## config.mk

```make
export PLATFORM = sky130hd
export DESIGN_NAME = tcm_mod
export DESIGN_NICKNAME = d
export VERILOG_FILES = /design/src/hw/rtl/tcm_pkg.sv /design/src/hw/rtl/tcm_mod.sv
export SDC_FILE = /design/constraint.sdc
export NUM_CORES = 1
export LEC_CHECK = 0
export BUFFER_PORTS_ARGS = -buffer_cell sky130_fd_sc_hd__buf_2
export CAP_MARGIN = 10
export CORE_MARGIN = 2
export CORE_UTILIZATION = 65
export CTS_BUF_LIST = sky130_fd_sc_hd__clkbuf_2
export DETAILED_ROUTE_END_ITERATION = 10
export PLACE_DENSITY = 0.88
export REMOVE_ABC_BUFFERS = 1
export SYNTH_ARGS = -nofsm -noshare
export SYNTH_HDL_FRONTEND = slang
export SYNTH_SLANG_ARGS = --single-unit
```

## constraint.sdc

```tcl
create_clock -name clk -period 9.1 [get_ports clk]
set_input_delay 0 -clock clk [delete_from_list [all_inputs] [get_ports clk]]
set_output_delay 0 -clock clk [all_outputs]
set_load 0.01 [all_outputs]
```

## src/hw/rtl/tcm_pkg.sv

```systemverilog
// ----------------------------------------------------------------------------
// tcm_pkg
// Shared types and constants of the texture column mapper: word formats,
// command, mode, status and configuration register codes, and the modulo unit's request/response.
// ----------------------------------------------------------------------------
`default_nettype none

package tcm_pkg;

	localparam int TEX_DEPTH  = 1024;
	localparam int TEX_AW     = $clog2(TEX_DEPTH);
	localparam int FRAC_WIDTH = 16;
	localparam int MAX_SCREEN = 2048;
	localparam int ADDR_W     = 22;
	localparam int HEIGHT_W   = 11;
	localparam int MAG_W      = 17;

	// command codes
	localparam logic [2:0] CMD_TEXEL   = 3'd0;
	localparam logic [2:0] CMD_LIGHT   = 3'd1;
	localparam logic [2:0] CMD_RECOLOR = 3'd2;
	localparam logic [2:0] CMD_BLEND   = 3'd3;
	localparam logic [2:0] CMD_START   = 3'd4;
	localparam logic [2:0] CMD_PIXEL   = 3'd5;

	// draw modes
	localparam logic [2:0] MODE_OPAQUE       = 3'd0;
	localparam logic [2:0] MODE_TRANSLATED   = 3'd1;
	localparam logic [2:0] MODE_TRANSLUCENT  = 3'd2;
	localparam logic [2:0] MODE_TRANS_TRANSL = 3'd3;
	localparam logic [2:0] MODE_FOG          = 3'd4;

	// result status
	localparam logic [1:0] ST_PIXEL     = 2'd0;
	localparam logic [1:0] ST_RANGE     = 2'd1;
	localparam logic [1:0] ST_EMPTY     = 2'd2;
	localparam logic [1:0] ST_NO_COLUMN = 2'd3;

	// configuration register indexes
	localparam logic [1:0] CFG_WIDTH  = 2'd0;
	localparam logic [1:0] CFG_HEIGHT = 2'd1;
	localparam logic [1:0] CFG_CENTER = 2'd2;

	typedef struct packed {
		logic [2:0]         command;
		logic [15:0]        table_index;
		logic [7:0]         table_value;
		logic [10:0]        column_x;
		logic signed [11:0] row_top;
		logic signed [11:0] row_bottom;
		logic signed [31:0] tex_mid;
		logic [30:0]        tex_step;
		logic [10:0]        tex_height;
		logic [2:0]         draw_mode;
		logic [7:0]         dest_pixel;
	} in_word_t;

	typedef struct packed {
		logic [1:0]        status;
		logic [ADDR_W-1:0] pixel_address;
		logic [7:0]        pixel_color;
		logic              last;
	} out_word_t;

	typedef struct packed {
		logic                start;
		logic                neg;
		logic [MAG_W-1:0]    mag;
		logic [HEIGHT_W-1:0] divisor;
	} mod_req_t;

	typedef struct packed {
		logic                busy;
		logic                done;
		logic [HEIGHT_W-1:0] rem;
	} mod_rsp_t;

endpackage

`default_nettype wire

```

## src/hw/rtl/tcm_mod.sv

```systemverilog
// ----------------------------------------------------------------------------
// tcm_mod
// Bit-serial floor modulo of a signed integer (magnitude and sign) by the
// texture height, one dividend bit per cycle.
// ----------------------------------------------------------------------------
`default_nettype none

module tcm_mod (
	input  wire logic              clk,
	input  wire logic              arst_n,
	input  wire tcm_pkg::mod_req_t req,
	output tcm_pkg::mod_rsp_t      rsp
);

	logic                         busy_q;
	logic                         done_q;
	logic [4:0]                   cnt_q;
	logic [tcm_pkg::HEIGHT_W-1:0] rem_q;
	logic [tcm_pkg::MAG_W-1:0]    mag_q;
	logic                         neg_q;
	logic [tcm_pkg::HEIGHT_W-1:0] div_q;
	logic [tcm_pkg::HEIGHT_W-1:0] res_q;

	logic [tcm_pkg::HEIGHT_W:0]   trial;
	logic [tcm_pkg::HEIGHT_W:0]   trial_sub;
	logic [tcm_pkg::HEIGHT_W-1:0] rem_nx;
	logic [tcm_pkg::HEIGHT_W-1:0] fin;

	// shift in the next dividend bit, subtract when it fits
	assign trial     = {rem_q, mag_q[tcm_pkg::MAG_W-1]};
	assign trial_sub = trial - {1'b0, div_q};
	assign rem_nx    = (trial >= {1'b0, div_q}) ? trial_sub[tcm_pkg::HEIGHT_W-1:0]
		: trial[tcm_pkg::HEIGHT_W-1:0];
	// floor semantics for a negative dividend
	assign fin = (neg_q && rem_nx != '0) ? div_q - rem_nx : rem_nx;

	always_ff @(posedge clk or negedge arst_n) begin
		if (!arst_n) begin
			busy_q <= 1'b0;
			done_q <= 1'b0;
			cnt_q  <= '0;
		end else begin
			done_q <= 1'b0;
			if (req.start) begin
				busy_q <= 1'b1;
				cnt_q  <= '0;
				rem_q  <= '0;
				mag_q  <= req.mag;
				neg_q  <= req.neg;
				div_q  <= req.divisor;
			end else if (busy_q) begin
				rem_q <= rem_nx;
				mag_q <= {mag_q[tcm_pkg::MAG_W-2:0], 1'b0};
				cnt_q <= cnt_q + 5'd1;
				if (cnt_q == 5'(tcm_pkg::MAG_W - 1)) begin
					busy_q <= 1'b0;
					done_q <= 1'b1;
					res_q  <= fin;
				end
			end
		end
	end

	assign rsp.busy = busy_q;
	assign rsp.done = done_q;
	assign rsp.rem  = res_q;

`ifndef SYNTHESIS
	a_no_restart: assert property (@(posedge clk) disable iff (!arst_n)
		req.start |-> !busy_q)
		else $error("modulo unit started while busy");
	a_rem_range: assert property (@(posedge clk) disable iff (!arst_n)
		done_q |-> res_q < div_q)
		else $error("modulo result not below divisor");
`endif

endmodule

`default_nettype wire

```

=== Word-level counts from Yosys, hierarchy flattened ===
Index checks and enable logic that the tools add are counted.

* Word-level logic and storage cells: 33
* Output and inout port bits: 13
* Input port bits: 32
* Bits in registers: 58

* Multiplexer cells: 13
* Equality and inequality tests: 1
* Add/sub/neg operators: 3
* Bitwise gates (word level): 1
* Reduce and logical (&&, ||, !) cells: 6
* Order comparisons: 1

{| class="wikitable"
|+ Operators with widths
! kind !! number
|-
| 2-to-1 mux 17 bit || 2
|-
| 2-to-1 mux 11 bit || 3
|-
| subtractor 11 bit || 2
|-
| greater-or-equal comparator 12 x 11 -> 1 bit || 1
|-
| nonzero test 11 bit || 1
|-
| 2-to-1 mux 5 bit || 2
|-
| 2-to-1 mux 1 bit || 6
|-
| adder 5 x 1 -> 5 bit (second input constant) || 1
|-
| == test 5 bit (second input constant) || 1
|-
| AND reduction 2 bit || 2
|-
| AND reduction 4 bit || 1
|-
| nonzero test 2 bit || 1
|-
| logical AND 1 bit || 1
|-
| inverter 1 bit || 1
|}

=== Longest topological paths before layout ===
Gate-level depths: netlist (run 1).

* Word-level depth: 5
* Depth in mapped cells: 18

=== Least setup slack after synthesis (run 1) ===
OpenSTA, ideal clock, no wires.

* Path type: register to register
* Start point: reg mag_q[16] (netlist name)
* End point: reg res_q[7] (netlist name), data pin
* Period minus slack after synthesis: 4.275 ns
* Required time: 8.826 ns
* Slack: 4.825 ns
* Arrival: 4.001 ns
* Stages on the path, launching flop included: 18
* Path through: edfxtp_1 inv_1 ha_1 fa_1 nand2b_1 a21o_1 a211o_2 nand2_4 mux2i_1 ha_1 inv_1 a211oi_1 or4b_1 o211a_2 maj3_2 maj3_2 xnor2_1 mux2i_1

* Word-level cells in the longest chain between the ends: 5

{| class="wikitable"
|+ Ends and longest elaborated chain
! what !! RTL line !! text
|-
| from (decl) || tcm_mod.sv:19 || <nowiki>logic [tcm_pkg::MAG_W-1:0] mag_q;</nowiki>
|-
| from (signal assigned) || tcm_mod.sv:48 || <nowiki>mag_q <= req.mag;</nowiki>
|-
| from (signal assigned) || tcm_mod.sv:53 || <nowiki>mag_q <= {mag_q[tcm_pkg::MAG_W-2:0], 1'b0};</nowiki>
|-
| subtractor 11 bit or greater-or-equal comparator 12 x 11 -> 1 bit (tied branches) || tcm_mod.sv:31, tcm_mod.sv:32 ||
|-
| 2-to-1 mux 11 bit (*) || tcm_mod.sv:32 || <nowiki>assign rem_nx = (trial >= {1'b0, div_q}) ? trial_sub[tcm_pkg::HEIGHT_W-1:0]</nowiki>
|-
| branches (longest 2 deep; another with subtractor 11 bit) || -- ||
|-
| 2-to-1 mux 11 bit (*) || tcm_mod.sv:35 || <nowiki>assign fin = (neg_q && rem_nx != '0) ? div_q - rem_nx : rem_nx;</nowiki>
|-
| net fin, one bit || tcm_mod.sv:27 || <nowiki>logic [tcm_pkg::HEIGHT_W-1:0] fin;</nowiki>
|-
| to (signal assigned) || tcm_mod.sv:58 || <nowiki>res_q <= fin;</nowiki>
|-
| to (decl) || tcm_mod.sv:22 || <nowiki>logic [tcm_pkg::HEIGHT_W-1:0] res_q;</nowiki>
|}

Mark *: on every way through the listed nets, which the timed path passes.
A chain may end at the register's enable or synchronous reset.

=== Final worst setup path (run 1) ===
Ends and elaborated chain as after synthesis.

==> flow_summary.html, run 1 <==
<table>
<tr><th>Metric</th><th>Value</th></tr>
<tr><th colspan="2">Die</th></tr>
<tr><td>DIE HEIGHT</td><td>78.7 microns</td></tr>
<tr><td>Area of the die</td><td>6190 sq um</td></tr>
<tr><td>Overall die width</td><td>78.7 microns</td></tr>
<tr><td>Effective utilization at floorplan</td><td>66.6%</td></tr>
<tr><td>Top-level I/O count</td><td>45</td></tr>
<tr><td>Std-Cell Core Area</td><td>5440 sq um</td></tr>
<tr><td>Standard-cell row count</td><td>27</td></tr>
<tr><th colspan="2">Timing</th></tr>
<tr><td>Final number of setup-violating endpoints</td><td>0</td></tr>
<tr><td>Fin crit period</td><td>4.75 ns</td></tr>
<tr><td>Fin crit share</td><td>52.2%</td></tr>
<tr><td>Final hold violations</td><td>0</td></tr>
<tr><td>Worst clock skew on the final layout</td><td>0.0369 ns</td></tr>
<tr><td>Worst-Margin Slew</td><td>0.945 ns</td></tr>
<tr><td>RSZ-0062 raised after global routing</td><td>no</td></tr>
<tr><td>Max-Slew Margin vs Limit</td><td>37.0%</td></tr>
<tr><td>Total Negative Setup Slacks</td><td>0 ns</td></tr>
<tr><td>Count of pins over their slew limit</td><td>0</td></tr>
<tr><td>Fmax</td><td>0.211 GHz</td></tr>
<tr><th colspan="2">Synthesis</th></tr>
<tr><td>Biggest area consumer among synthesized cells</td><td>sky130_fd_sc_hd__edfxtp_1</td></tr>
<tr><td>Cell types occupying the most area after synthesis</td><td>sky130_fd_sc_hd__edfxtp_1, sky130_fd_sc_hd__ha_1, sky130_fd_sc_hd__mux2_2</td></tr>
<tr><td>Post-synth top cells</td><td>sky130_fd_sc_hd__edfxtp_1, sky130_fd_sc_hd__nor2_1, sky130_fd_sc_hd__inv_1, sky130_fd_sc_hd__ha_1, sky130_fd_sc_hd__mux2_2</td></tr>
<tr><td>Post-Synthesis Cells</td><td>338</td></tr>
<tr><td>Primary flip-flop cell chosen by synthesis mapping</td><td>sky130_fd_sc_hd__edfxtp_1</td></tr>
<tr><td>Distinct cells, synth</td><td>53</td></tr>
<tr><td>Synthesized area per cell</td><td>10.7 sq um</td></tr>
<tr><td>Yosys reg bits</td><td>58</td></tr>
<tr><td>Fraction of registers with async set or reset after synthesis</td><td>12.1%</td></tr>
<tr><td>Mapped Area</td><td>3620 sq um</td></tr>
<tr><td>Yosys warnings</td><td>0</td></tr>
<tr><td>Seq/Total Area, Yosys</td><td>47.1%</td></tr>
<tr><td>Count leader, synth</td><td>sky130_fd_sc_hd__edfxtp_1</td></tr>
<tr><td>Share of the synthesized area in the top cell type</td><td>42.3%</td></tr>
<tr><td>Post-synth EDFFs</td><td>51</td></tr>
<tr><th colspan="2">Run</th></tr>
<tr><td>Max Cap Viol</td><td>0</td></tr>
<tr><th colspan="2">Setup path</th></tr>
<tr><td>Worst path required time</td><td>9.37 ns</td></tr>
<tr><td>Cell type group with the largest total delay on the critical path</td><td>adder cells</td></tr>
<tr><td>Kind of start point of the critical path</td><td>flip-flop</td></tr>
<tr><td>Signal arrival time at the worst endpoint</td><td>5.02 ns</td></tr>
<tr><td>Type of the worst setup path</td><td>reg -&gt; reg</td></tr>
<tr><td>Slowest CP cell</td><td>sky130_fd_sc_hd__or4b_1</td></tr>
<tr><td>Critical Path Sink Type</td><td>flip-flop</td></tr>
<tr><td>Biggest fanout along the worst timing path</td><td>9</td></tr>
<tr><td>Cells along the critical path</td><td>inv_1 &gt; ha_1 &gt; fa_1 &gt; nand2b_1 &gt; a21o_1 &gt; a211o_2 &gt; nand2_4 &gt; mux2i_1 &gt; ha_1 &gt; inv_1 &gt; a211oi_1 &gt; or4b_1 &gt; o211a_2 &gt; maj3_2 &gt; maj3_2 &gt; xnor2_1 &gt; mux2i_1</td></tr>
<tr><td>Buf/Inv on CP</td><td>2</td></tr>
<tr><td>Biggest cell delay along the critical path</td><td>0.52 ns</td></tr>
<tr><td>Setup slack on the worst flop-to-flop path</td><td>4.35 ns</td></tr>
<tr><th colspan="2">Pwr</th></tr>
<tr><td>Cell leakage power</td><td>0.00182 uW</td></tr>
<tr><td>Power density over cell area</td><td>206 nW/um^2</td></tr>
<tr><td>Max rail drop VDD</td><td>0.000146 V</td></tr>
<tr><th colspan="2">GRT</th></tr>
<tr><td>Number of antenna violations at the first check in global routing</td><td>0</td></tr>
<tr><td>Total congestion overflow after global routing</td><td>0</td></tr>
<tr><td>Wire length of the first global-routing pass</td><td>13.9 mm</td></tr>
<tr><td>Number of global-route vias before repair</td><td>2934</td></tr>
<tr><td>Maximum number of pins on one net before global-route repair</td><td>38</td></tr>
<tr><td>GRT Resource Usage Total</td><td>29.8%</td></tr>
<tr><th colspan="2">Status</th></tr>
<tr><td>Result of the run</td><td>finished clean</td></tr>
<tr><th colspan="2">Placement</th></tr>
<tr><td>PortBufs</td><td>44</td></tr>
<tr><td>Sum of net half-perimeters after detailed placement</td><td>5.45 mm</td></tr>
<tr><td>Final weighted congestion of routability-driven global placement</td><td>0.916</td></tr>
<tr><td>Area of placed instances</td><td>3890 sq um</td></tr>
<tr><td>Inst Count DP</td><td>444</td></tr>
<tr><th colspan="2">Final layout</th></tr>
<tr><td>Area overhead of the layout relative to synthesis</td><td>20.6%</td></tr>
<tr><td>Number of fillers in the final layout</td><td>328</td></tr>
<tr><td>Final instance area</td><td>4370 sq um</td></tr>
<tr><td>Count of antenna diodes in the layout</td><td>0</td></tr>
<tr><td>Nets</td><td>467</td></tr>
<tr><td>Non-Filler Instances</td><td>492</td></tr>
<tr><td>Layout cells sized above 1</td><td>20.7%</td></tr>
<tr><th colspan="2">Clock tree</th></tr>
<tr><td>Clock tree from TritonCTS</td><td>done</td></tr>
<tr><td>Clock transition at the registers of the reported paths</td><td>0.17 ns</td></tr>
<tr><td>CTS Root Cell</td><td>sky130_fd_sc_hd__clkbuf_2</td></tr>
<tr><td>CTS Buf Count</td><td>9</td></tr>
<tr><td># Post-CTS Setup Buffers</td><td>0</td></tr>
<tr><td>Num Clock Sinks</td><td>58</td></tr>
<tr><td>Number of H-tree levels</td><td>3</td></tr>
<tr><td>Max Buffers Root-to-Sink</td><td>2</td></tr>
<tr><td>Worst-skew pair later-pin latency</td><td>0.55 ns</td></tr>
<tr><th colspan="2">Routing</th></tr>
<tr><td>DR WL/cell</td><td>17.7 microns</td></tr>
<tr><td>Routed Wire Length</td><td>8.70 mm</td></tr>
<tr><td>Pre-antenna DRT Iters</td><td>5</td></tr>
<tr><td>Number of design rule violations left after detail routing</td><td>0</td></tr>
<tr><td>Via-per-instance ratio</td><td>6.20</td></tr>
<tr><td>Final ANT Viol Nets</td><td>0</td></tr>
<tr><td>Vias after detailed routing</td><td>3052</td></tr>
<tr><td>Iteration-0 DRC count of the detailed router</td><td>198</td></tr>
<tr><th colspan="2">Min path</th></tr>
<tr><td>Tightest Hold Check Type</td><td>in -&gt; reg</td></tr>
</table>
## cell families (layout without fill, tap and decap cells)
group | after synthesis | count (layout) | synth area share (%)
and+or+nand+nor | 101 | 101 | 14.0
AOI/OAI and AO/OA | 73 | 73 | 13.5
DFF | 58 | 58 | 47.1
buffers and inverters | 32 | 114 | 3.52
muxes | 27 | 27 | 8.04
adders and majority gates | 24 | 24 | 8.32
xor gates and xnor gates | 23 | 23 | 5.56
## report_power, final
group          switching, uW  internal [uW]  total, uW
clock network            106            118        224
registers               15.5            322        337
logic                    192            149        341
## cell type report
cell class	instances	area (sq um)	area share, %
Clock inverter	7	118	2.69
Inverter	22	82.6	1.89
Tap cell	72	90.1	2.06
Clock buffer	9	45.0	1.03
Multi-Input combinational cell	248	1790	40.9
Sequential cell	58	1710	39.0
Timing Repair Buffer	76	541	12.4
## worst paths after layout
kind	start	end	cells past startpoint
max	mag_q[16]	res_q[7]	17
min	req[0]	div_q[0]	2
max reg2reg	mag_q[16]	res_q[7]	17
min reg2reg	mag_q[5]	mag_q[6]	1
max in group asynchronous	arst_n	cnt_q[1]	3
min in group asynchronous	arst_n	busy_q	3
## worst reg2reg max path: cells and delay by family, from the launching register on
kind,cells,cell delay (ns)
AOI/OAI and AO/OA,4,0.80
xor gates and xnor gates,1,0.13
adders and majority gates,5,1.61
buffers and inverters,2,0.18
muxes,2,0.45
DFF,1,0.43
and+or+nand+nor,3,0.89
## timing repair
action / in CTS / in global routing
hold buffers: 32 / 0
endpoints found under the hold margin: 48 / 0
resized for setup: 0 / 0
## flip-flops by register name, indices dropped and copies added, names as in the netlist
register and count:
mag_q 17, div_q 11, rem_q 11, res_q 11, cnt_q 5, busy_q 1, done_q 1, neg_q 1
## metrics by stage
step | worst slack, ns | utilization (%) | power [uW] | hold WS (ns)
floorplan | 4.83 | - | 589 | -0.296
finish | 4.35 | 80.4 | 903 | 0.178
global placement | 4.61 | 71.5 | 646 | -0.0394
detailed placement | 4.45 | 71.5 | 659 | -0.0316
global route | 4.11 | 80.4 | 946 | 0.168
CTS | 4.40 | 80.4 | 891 | 0.164
## metal layers
layer,global-route usage (%),up-vias,share of wire (%)
li1,-,1415,-
met2,49.9,147,49
met4,14.4,0,3.5
met1,35.8,1462,40
met5,0,-,0
met3,7.59,28,7.1
## cells in the final DEF, fill, tap and decap left out, types with 2 or more instances in the layout
master | netlist | final
sky130_fd_sc_hd__or3_1 | 5 | 5
sky130_fd_sc_hd__nor2b_1 | 2 | 2
sky130_fd_sc_hd__a21oi_1 | 13 | 13
sky130_fd_sc_hd__nand4b_1 | 3 | 3
sky130_fd_sc_hd__xor2_1 | 8 | 8
sky130_fd_sc_hd__nor4_1 | 3 | 3
sky130_fd_sc_hd__nor2_1 | 41 | 41
sky130_fd_sc_hd__nand3_1 | 5 | 5
sky130_fd_sc_hd__mux2i_1 | 10 | 10
sky130_fd_sc_hd__xnor2_1 | 15 | 15
sky130_fd_sc_hd__a31oi_1 | 5 | 5
sky130_fd_sc_hd__mux2_2 | 17 | 17
sky130_fd_sc_hd__dfrtp_1 | 7 | 7
sky130_fd_sc_hd__nand4_1 | 5 | 5
sky130_fd_sc_hd__a41oi_1 | 2 | 2
sky130_fd_sc_hd__a21oi_2 | 2 | 2
sky130_fd_sc_hd__edfxtp_1 | 51 | 51
sky130_fd_sc_hd__nor3_1 | 3 | 3
sky130_fd_sc_hd__a21o_1 | 5 | 5
sky130_fd_sc_hd__and3_1 | 4 | 4
sky130_fd_sc_hd__dlygate4sd3_1 | 0 | 32
sky130_fd_sc_hd__clkinv_4 | 0 | 2
sky130_fd_sc_hd__nand2_1 | 16 | 16
sky130_fd_sc_hd__o21ai_0 | 14 | 14
sky130_fd_sc_hd__o21ai_1 | 2 | 2
sky130_fd_sc_hd__inv_1 | 22 | 22
sky130_fd_sc_hd__nand2b_1 | 2 | 2
sky130_fd_sc_hd__maj3_2 | 3 | 3
sky130_fd_sc_hd__o21a_1 | 3 | 3
sky130_fd_sc_hd__and2_1 | 5 | 5
sky130_fd_sc_hd__buf_2 | 0 | 44
sky130_fd_sc_hd__o211ai_1 | 2 | 2
sky130_fd_sc_hd__clkinv_2 | 0 | 2
sky130_fd_sc_hd__bufinv_16 | 0 | 3
sky130_fd_sc_hd__clkbuf_2 | 0 | 9
sky130_fd_sc_hd__ha_1 | 19 | 19
sky130_fd_sc_hd__a211oi_1 | 15 | 15
No activity file was read; power rests on OpenSTA's default activity.
==> run 2: changes to the inputs <==
- CORE_UTILIZATION: 65 -> 55
- PLACE_DENSITY: 0.88 -> 0.79
- clock period: 9.1 -> 4.3 ns (I/O delays scaled with it)
==> run 2 against run 1 <==
Global-route usage shrank 4.9 points. Design area grew 2.9%. First-iteration DRC count shrank 5.6%. Highest routed layer unchanged. Clock power is 66% higher. Non-clock buffer count rose by 13. Wire length fell by 2.4%. Utilization is 9.6 points lower. Critical path type unchanged. Die area grew 17%. Worst hold slack got worse by 0.15 ns.
==> flow_summary.html, run 2 (synthesized netlist as in run 1, its figures left out) <==
<table>
<tr><th>Metric</th><th>Value</th></tr>
<tr><th colspan="2">Status</th></tr>
<tr><td>Result of the run</td><td>finished clean</td></tr>
<tr><th colspan="2">Clock tree</th></tr>
<tr><td>CTS Buf Count</td><td>9</td></tr>
<tr><td>Clock tree from TritonCTS</td><td>done</td></tr>
<tr><td>Num Clock Sinks</td><td>58</td></tr>
<tr><td>Worst-skew pair later-pin latency</td><td>0.53 ns</td></tr>
<tr><td>Max Buffers Root-to-Sink</td><td>2</td></tr>
<tr><td>Number of H-tree levels</td><td>3</td></tr>
<tr><td>CTS Root Cell</td><td>sky130_fd_sc_hd__clkbuf_2</td></tr>
<tr><td>Clock transition at the registers of the reported paths</td><td>0.18 ns</td></tr>
<tr><th colspan="2">Final layout</th></tr>
<tr><td>Commonest cells after routing, fill and taps aside</td><td>sky130_fd_sc_hd__edfxtp_1, sky130_fd_sc_hd__buf_2, sky130_fd_sc_hd__nor2_1</td></tr>
<tr><td>Number of flip-flops under the largest register name</td><td>17</td></tr>
<tr><td>Count of antenna diodes in the layout</td><td>0</td></tr>
<tr><td>Nets</td><td>480</td></tr>
<tr><td>Layout cells sized above 1</td><td>25.6%</td></tr>
<tr><td>Largest reg by FF count</td><td>mag_q</td></tr>
<tr><td>Number of fillers in the final layout</td><td>449</td></tr>
<tr><td>Area overhead of the layout relative to synthesis</td><td>24.1%</td></tr>
<tr><td>Commonest non-fill, non-tap cell in the layout</td><td>sky130_fd_sc_hd__edfxtp_1</td></tr>
<tr><td>Non-Filler Instances</td><td>510</td></tr>
<tr><th colspan="2">Die</th></tr>
<tr><td>Overall die width</td><td>85.2 microns</td></tr>
<tr><td>DIE HEIGHT</td><td>85.2 microns</td></tr>
<tr><td>Area of the die</td><td>7260 sq um</td></tr>
<tr><td>Std-Cell Core Area</td><td>6350 sq um</td></tr>
<tr><td>Standard-cell row count</td><td>29</td></tr>
<tr><td>Effective utilization at floorplan</td><td>57.1%</td></tr>
<tr><td>Top-level I/O count</td><td>45</td></tr>
<tr><th colspan="2">GRT</th></tr>
<tr><td>Most heavily used metal layer in global routing</td><td>met2</td></tr>
<tr><td>Total congestion overflow after global routing</td><td>0</td></tr>
<tr><td>Fraction of met3 tracks used by global routing</td><td>7.39%</td></tr>
<tr><td>GRT Resource Usage Total</td><td>24.8%</td></tr>
<tr><td>Global routing met2 resource utilization</td><td>43.0%</td></tr>
<tr><td>Met1 Resource Use GR</td><td>29.7%</td></tr>
<tr><td>Number of antenna violations at the first check in global routing</td><td>0</td></tr>
<tr><td>Wire length of the first global-routing pass</td><td>13.8 mm</td></tr>
<tr><td>Number of global-route vias before repair</td><td>2936</td></tr>
<tr><td>Maximum number of pins on one net before global-route repair</td><td>38</td></tr>
<tr><th colspan="2">Setup path</th></tr>
<tr><td>Timing startpoint of the critical path</td><td>div_q[0]</td></tr>
<tr><td>Beginning of the worst register-to-register path</td><td>div_q[0]</td></tr>
<tr><td>Type of the worst setup path</td><td>reg -&gt; reg</td></tr>
<tr><td>Critical path destination</td><td>res_q[7]</td></tr>
<tr><td>Signal arrival time at the worst endpoint</td><td>4.49 ns</td></tr>
<tr><td>Setup slack on the worst flop-to-flop path</td><td>0.08 ns</td></tr>
<tr><td>Number of cells on the worst reg-to-reg path</td><td>16</td></tr>
<tr><td>Critical Path Sink Type</td><td>flip-flop</td></tr>
<tr><td>Kind of start point of the critical path</td><td>flip-flop</td></tr>
<tr><td>Biggest fanout along the worst timing path</td><td>5</td></tr>
<tr><td>R2R Path End</td><td>res_q[7]</td></tr>
<tr><td>Worst path required time</td><td>4.57 ns</td></tr>
<tr><th colspan="2">Placement</th></tr>
<tr><td>Inst Count DP</td><td>460</td></tr>
<tr><td>Final weighted congestion of routability-driven global placement</td><td>0.982</td></tr>
<tr><td>Sum of net half-perimeters after detailed placement</td><td>5.75 mm</td></tr>
<tr><td>Dpl ws</td><td>-0.0480 ns</td></tr>
<tr><td>PortBufs</td><td>44</td></tr>
<tr><th colspan="2">Routing</th></tr>
<tr><td>DR WL/cell</td><td>16.6 microns</td></tr>
<tr><td>Number of design rule violations left after detail routing</td><td>0</td></tr>
<tr><td>Via-per-instance ratio</td><td>5.83</td></tr>
<tr><td>Pre-antenna DRT Iters</td><td>4</td></tr>
<tr><td>Iteration-0 DRC count of the detailed router</td><td>187</td></tr>
<tr><td>Vias after detailed routing</td><td>2972</td></tr>
<tr><td>Routed Wire Length</td><td>8.49 mm</td></tr>
<tr><td>Final ANT Viol Nets</td><td>0</td></tr>
<tr><th colspan="2">Timing</th></tr>
<tr><td>Minimum setup slack in the final design</td><td>0.0815 ns</td></tr>
<tr><td>Fmax</td><td>0.237 GHz</td></tr>
<tr><td>Final number of setup-violating endpoints</td><td>0</td></tr>
<tr><td>Max-Slew Margin vs Limit</td><td>51.0%</td></tr>
<tr><td>Fin crit period</td><td>4.22 ns</td></tr>
<tr><td>Fin crit share</td><td>98.1%</td></tr>
<tr><td>RSZ-0062 raised after global routing</td><td>yes</td></tr>
<tr><td>Worst-Margin Slew</td><td>0.735 ns</td></tr>
<tr><td>Total Negative Setup Slacks</td><td>0 ns</td></tr>
<tr><td>Count of pins over their slew limit</td><td>0</td></tr>
<tr><td>Worst clock skew on the final layout</td><td>0.0324 ns</td></tr>
<tr><td>Final hold violations</td><td>0</td></tr>
<tr><td>Hold_ws</td><td>0.0318 ns</td></tr>
<tr><th colspan="2">Min path</th></tr>
<tr><td>Tightest Hold Check Type</td><td>in -&gt; reg</td></tr>
<tr><th colspan="2">Pwr</th></tr>
<tr><td>Max rail drop VDD</td><td>0.000220 V</td></tr>
<tr><td>Total power</td><td>1870 uW</td></tr>
<tr><td>Cell leakage power</td><td>0.00185 uW</td></tr>
<tr><td>Power density over cell area</td><td>415 nW/um^2</td></tr>
<tr><th colspan="2">Run</th></tr>
<tr><td>Max Cap Viol</td><td>0</td></tr>
</table>
[run 2: worst max-delay path, stage by stage (launching register included)]
cell and delay [ns]:
sky130_fd_sc_hd__edfxtp_1 0.45, sky130_fd_sc_hd__ha_2 0.21, sky130_fd_sc_hd__fa_2 0.35, sky130_fd_sc_hd__nand2b_4 0.16, sky130_fd_sc_hd__a21o_1 0.18, sky130_fd_sc_hd__a211o_2 0.35, sky130_fd_sc_hd__nand2_4 0.10, sky130_fd_sc_hd__mux2i_4 0.26
sky130_fd_sc_hd__ha_4 0.24, sky130_fd_sc_hd__inv_1 0.07, sky130_fd_sc_hd__a211oi_1 0.06, sky130_fd_sc_hd__or4b_1 0.52, sky130_fd_sc_hd__o211a_2 0.18, sky130_fd_sc_hd__maj3_2 0.31, sky130_fd_sc_hd__maj3_2 0.31, sky130_fd_sc_hd__xnor2_1 0.13
sky130_fd_sc_hd__mux2i_1 0.09
[run 2: worst min-delay path by stage]
stage            start        to  cells past startpoint
3_5_place_dp    arst_n    done_q                      1
6_report       req[29]  cnt_q[3]                      2
5_1_grt        req[29]  cnt_q[0]                      2
2_1_floorplan   arst_n    busy_q                      0
3_3_place_gp    arst_n    done_q                      1
4_1_cts        req[29]  cnt_q[2]                      2
[run 2: area by class of cell]
type	count	area (sq um)	share of cell area [%]
clock buffers	9	45.0	1.00
clock inverters	7	77.6	1.72
inverters	22	82.6	1.84
multi-input cells	248	1850	41.2
flip-flops and latches	58	1710	37.9
well taps	77	96.3	2.14
repair buffers	89	636	14.1
[run 2: per-stage QoR]
step	util, %	area [sq um]
after floorplan	-	3580
after global placement	62.7	3980
after detailed placement	62.7	3980
after CTS	69.9	4440
after global routing	70.8	4500
final	70.8	4500
[run 2: layer usage]
| layer | vias up | wire length (microns) |
|---|---|---|
| li1 | 1434 | - |
| met4 | 0 | 175 |
| met1 | 1417 | 3480 |
| met2 | 101 | 4330 |
| met5 | - | 0 |
| met3 | 20 | 502 |
[run 2: power by group]
group / internal, uW / switching (uW)
logic: 362 / 423
clock network: 137 / 234
registers: 681 / 29.3
[run 2: what timing repair did]
item / CTS / global route
gates resized for setup: 2 / 10
endpoints found under the setup margin: 3 / 4
hold buffers: 31 / 0
hold endpoints to repair: 47 / 0
pin swaps: 1 / 3
buffers inserted: 2 / 1
==> run 3: changes to the inputs <==
- CORE_MARGIN: 2 -> unset
==> run 3 against run 2 <==
Maximum frequency grew 0.56%. Utilization increased by 0.51 points. Critical path depth unchanged. Via count increased by 0.10%. Clock power increased by 16%. Non-clock buffer count is the same. Register-to-register slack better by 0.02 ns. Total power rose by 3.1%. Final cell count unchanged. Clock-buffer cell count unchanged. Worst setup slack improved by 0.023 ns.
==> flow_summary.html, run 3 (synthesized netlist as in run 1, its figures left out) <==
<table>
<tr><th>Metric</th><th>Value</th></tr>
<tr><th colspan="2">Timing</th></tr>
<tr><td>Worst-Margin Slew</td><td>0.734 ns</td></tr>
<tr><td>Count of pins over their slew limit</td><td>0</td></tr>
<tr><td>Fmax</td><td>0.238 GHz</td></tr>
<tr><td>Minimum setup slack in the final design</td><td>0.105 ns</td></tr>
<tr><td>Worst clock skew on the final layout</td><td>0.0410 ns</td></tr>
<tr><td>Fin crit share</td><td>97.6%</td></tr>
<tr><td>Max-Slew Margin vs Limit</td><td>51.1%</td></tr>
<tr><td>Final number of setup-violating endpoints</td><td>0</td></tr>
<tr><td>Fin crit period</td><td>4.20 ns</td></tr>
<tr><td>Final hold violations</td><td>0</td></tr>
<tr><td>Total Negative Setup Slacks</td><td>0 ns</td></tr>
<tr><th colspan="2">Final layout</th></tr>
<tr><td>Final instance area</td><td>4530 sq um</td></tr>
<tr><td>Largest reg by FF count</td><td>mag_q</td></tr>
<tr><td>Commonest non-fill, non-tap cell in the layout</td><td>sky130_fd_sc_hd__edfxtp_1</td></tr>
<tr><td>Count of antenna diodes in the layout</td><td>0</td></tr>
<tr><td>Number of fillers in the final layout</td><td>447</td></tr>
<tr><td>Final Core Density</td><td>71.3%</td></tr>
<tr><td>Area overhead of the layout relative to synthesis</td><td>25.0%</td></tr>
<tr><td>Number of flip-flops under the largest register name</td><td>17</td></tr>
<tr><td>Layout cells sized above 1</td><td>25.2%</td></tr>
<tr><td>Nets</td><td>480</td></tr>
<tr><td>Commonest cells after routing, fill and taps aside</td><td>sky130_fd_sc_hd__edfxtp_1, sky130_fd_sc_hd__buf_2, sky130_fd_sc_hd__nor2_1</td></tr>
<tr><th colspan="2">Setup path</th></tr>
<tr><td>Kind of start point of the critical path</td><td>flip-flop</td></tr>
<tr><td>R2R Path End</td><td>res_q[7]</td></tr>
<tr><td>Worst path required time</td><td>4.57 ns</td></tr>
<tr><td>Critical Path Sink Type</td><td>flip-flop</td></tr>
<tr><td>Biggest fanout along the worst timing path</td><td>5</td></tr>
<tr><td>Beginning of the worst register-to-register path</td><td>div_q[0]</td></tr>
<tr><td>Type of the worst setup path</td><td>reg -&gt; reg</td></tr>
<tr><td>Signal arrival time at the worst endpoint</td><td>4.47 ns</td></tr>
<tr><td>Setup slack on the worst flop-to-flop path</td><td>0.10 ns</td></tr>
<tr><td>Number of cells on the worst reg-to-reg path</td><td>16</td></tr>
<tr><th colspan="2">Routing</th></tr>
<tr><td>DR WL/cell</td><td>16.2 microns</td></tr>
<tr><td>Routed Wire Length</td><td>8.24 mm</td></tr>
<tr><td>Number of design rule violations left after detail routing</td><td>0</td></tr>
<tr><td>Iteration-0 DRC count of the detailed router</td><td>175</td></tr>
<tr><td>Via-per-instance ratio</td><td>5.83</td></tr>
<tr><td>Pre-antenna DRT Iters</td><td>5</td></tr>
<tr><td>Final ANT Viol Nets</td><td>0</td></tr>
<tr><td>Vias after detailed routing</td><td>2975</td></tr>
<tr><th colspan="2">GRT</th></tr>
<tr><td>Maximum number of pins on one net before global-route repair</td><td>38</td></tr>
<tr><td>Number of global-route vias before repair</td><td>2894</td></tr>
<tr><td>GRT Resource Usage Total</td><td>25.1%</td></tr>
<tr><td>Number of antenna violations at the first check in global routing</td><td>0</td></tr>
<tr><td>Wire length of the first global-routing pass</td><td>13.4 mm</td></tr>
<tr><td>Total congestion overflow after global routing</td><td>0</td></tr>
<tr><th colspan="2">Die</th></tr>
<tr><td>Effective utilization at floorplan</td><td>57.1%</td></tr>
<tr><td>Standard-cell row count</td><td>29</td></tr>
<tr><td>Std-Cell Core Area</td><td>6350 sq um</td></tr>
<tr><td>Top-level I/O count</td><td>45</td></tr>
<tr><td>Overall die width</td><td>83.2 microns</td></tr>
<tr><td>Area of the die</td><td>6920 sq um</td></tr>
<tr><td>DIE HEIGHT</td><td>83.2 microns</td></tr>
<tr><th colspan="2">Clock tree</th></tr>
<tr><td>Num Clock Sinks</td><td>58</td></tr>
<tr><td>Clock tree from TritonCTS</td><td>done</td></tr>
<tr><td>Number of H-tree levels</td><td>3</td></tr>
<tr><td>CTS Root Cell</td><td>sky130_fd_sc_hd__clkbuf_2</td></tr>
<tr><td>Clock transition at the registers of the reported paths</td><td>0.18 ns</td></tr>
<tr><td>Worst-skew pair later-pin latency</td><td>0.54 ns</td></tr>
<tr><td>Max Buffers Root-to-Sink</td><td>2</td></tr>
<tr><td>CTS Buf Count</td><td>9</td></tr>
<tr><th colspan="2">Pwr</th></tr>
<tr><td>Max rail drop VDD</td><td>0.000310 V</td></tr>
<tr><td>Total power</td><td>1920 uW</td></tr>
<tr><td>Cell leakage power</td><td>0.00187 uW</td></tr>
<tr><td>Power density over cell area</td><td>424 nW/um^2</td></tr>
<tr><th colspan="2">Min path</th></tr>
<tr><td>Number of stages on the worst hold path</td><td>2</td></tr>
<tr><td>Tightest Hold Check Type</td><td>in -&gt; reg</td></tr>
<tr><td>Beginning of the worst hold path</td><td>req[10]</td></tr>
<tr><td>Min-Delay Endpoint</td><td>div_q[10]</td></tr>
<tr><th colspan="2">Placement</th></tr>
<tr><td>Dpl ws</td><td>-0.0779 ns</td></tr>
<tr><td>Area of placed instances</td><td>3980 sq um</td></tr>
<tr><td>Sum of net half-perimeters after detailed placement</td><td>5.60 mm</td></tr>
<tr><td>Final weighted congestion of routability-driven global placement</td><td>0.961</td></tr>
<tr><td>PortBufs</td><td>44</td></tr>
<tr><th colspan="2">Status</th></tr>
<tr><td>Result of the run</td><td>finished clean</td></tr>
<tr><th colspan="2">Run</th></tr>
<tr><td>Max Cap Viol</td><td>0</td></tr>
</table>
-- run 3: cell types whose count changed in the layout (fill, tap and decap cells not counted), sizes merged --
| cell | previous run | this run |
|---|---|---|
| clkinvlp | 4 | 1 |
| bufinv | 1 | 2 |
| inv | 24 | 23 |
| dlygate4sd3 | 31 | 32 |
| clkinv | 0 | 3 |
| buf | 58 | 57 |
-- run 3: how the worst max path moves through the flow --
stage | start | end | slack (ns)
after floorplan | mag_q[16] | res_q[7] | 0.03
after global placement | div_q[0] | res_q[7] | 0.06
after detailed placement | div_q[0] | res_q[7] | -0.08
after CTS | mag_q[16] | res_q[7] | 0.04
after global routing | div_q[0] | res_q[8] | -0.06
final | div_q[0] | res_q[7] | 0.10
-- run 3: power by group --
group	total [uW]	internal, uW	switching (uW)
combinational	781	362	419
sequential	710	681	29.0
clock	431	197	234
total	1920	1240	682
-- run 3: metal layers --
metal	share of wire [%]	global-route usage (%)	up-vias
met2	50	42.9	123
li1	-	-	1439
met4	2.5	10.2	0
met3	6.3	6.16	20
met1	41	30.4	1393
met5	0	0	-
-- run 3: final cells by class --
| cell class | count | area (sq um) | share of cell area [%] |
|---|---|---|---|
| Multi-Input combinational cell | 248 | 1860 | 41.0 |
| Clock inverter | 7 | 103 | 2.26 |
| Sequential cell | 58 | 1710 | 37.7 |
| Clock buffer | 9 | 45.0 | 0.994 |
| Inverter | 22 | 82.6 | 1.82 |
| Timing Repair Buffer | 89 | 638 | 14.1 |
| Tap cell | 77 | 96.3 | 2.13 |
-- run 3: what timing repair did --
item                                    4_1_cts  5_1_grt
buffers inserted                              2        0
hold buffers                                 32        0
resized for setup                             4        8
hold endpoints to repair                     50        0
endpoints found under the setup margin        3        3
pin swaps                                     2        1
-- run 3: critical path, stage by stage, from the launching register on --
cell	delay (ns)
sky130_fd_sc_hd__edfxtp_1	0.43
sky130_fd_sc_hd__ha_2	0.21
sky130_fd_sc_hd__fa_2	0.35
sky130_fd_sc_hd__nand2b_4	0.15
sky130_fd_sc_hd__a21o_1	0.19
sky130_fd_sc_hd__a211o_4	0.36
sky130_fd_sc_hd__nand2_4	0.10
sky130_fd_sc_hd__mux2i_4	0.26
sky130_fd_sc_hd__ha_4	0.25
sky130_fd_sc_hd__inv_1	0.08
sky130_fd_sc_hd__a211oi_1	0.05
sky130_fd_sc_hd__or4b_1	0.51
sky130_fd_sc_hd__o211a_2	0.18
sky130_fd_sc_hd__maj3_2	0.31
sky130_fd_sc_hd__maj3_2	0.31
sky130_fd_sc_hd__xnor2_1	0.13
sky130_fd_sc_hd__mux2i_1	0.08
-- run 3: per-stage QoR --
stage,hold WS [ns],cells
after detailed placement,-0.0337,460
after floorplan,-0.296,328
final,0.183,510
after global placement,-0.0362,460
after global routing,0.160,510
after CTS,0.154,510
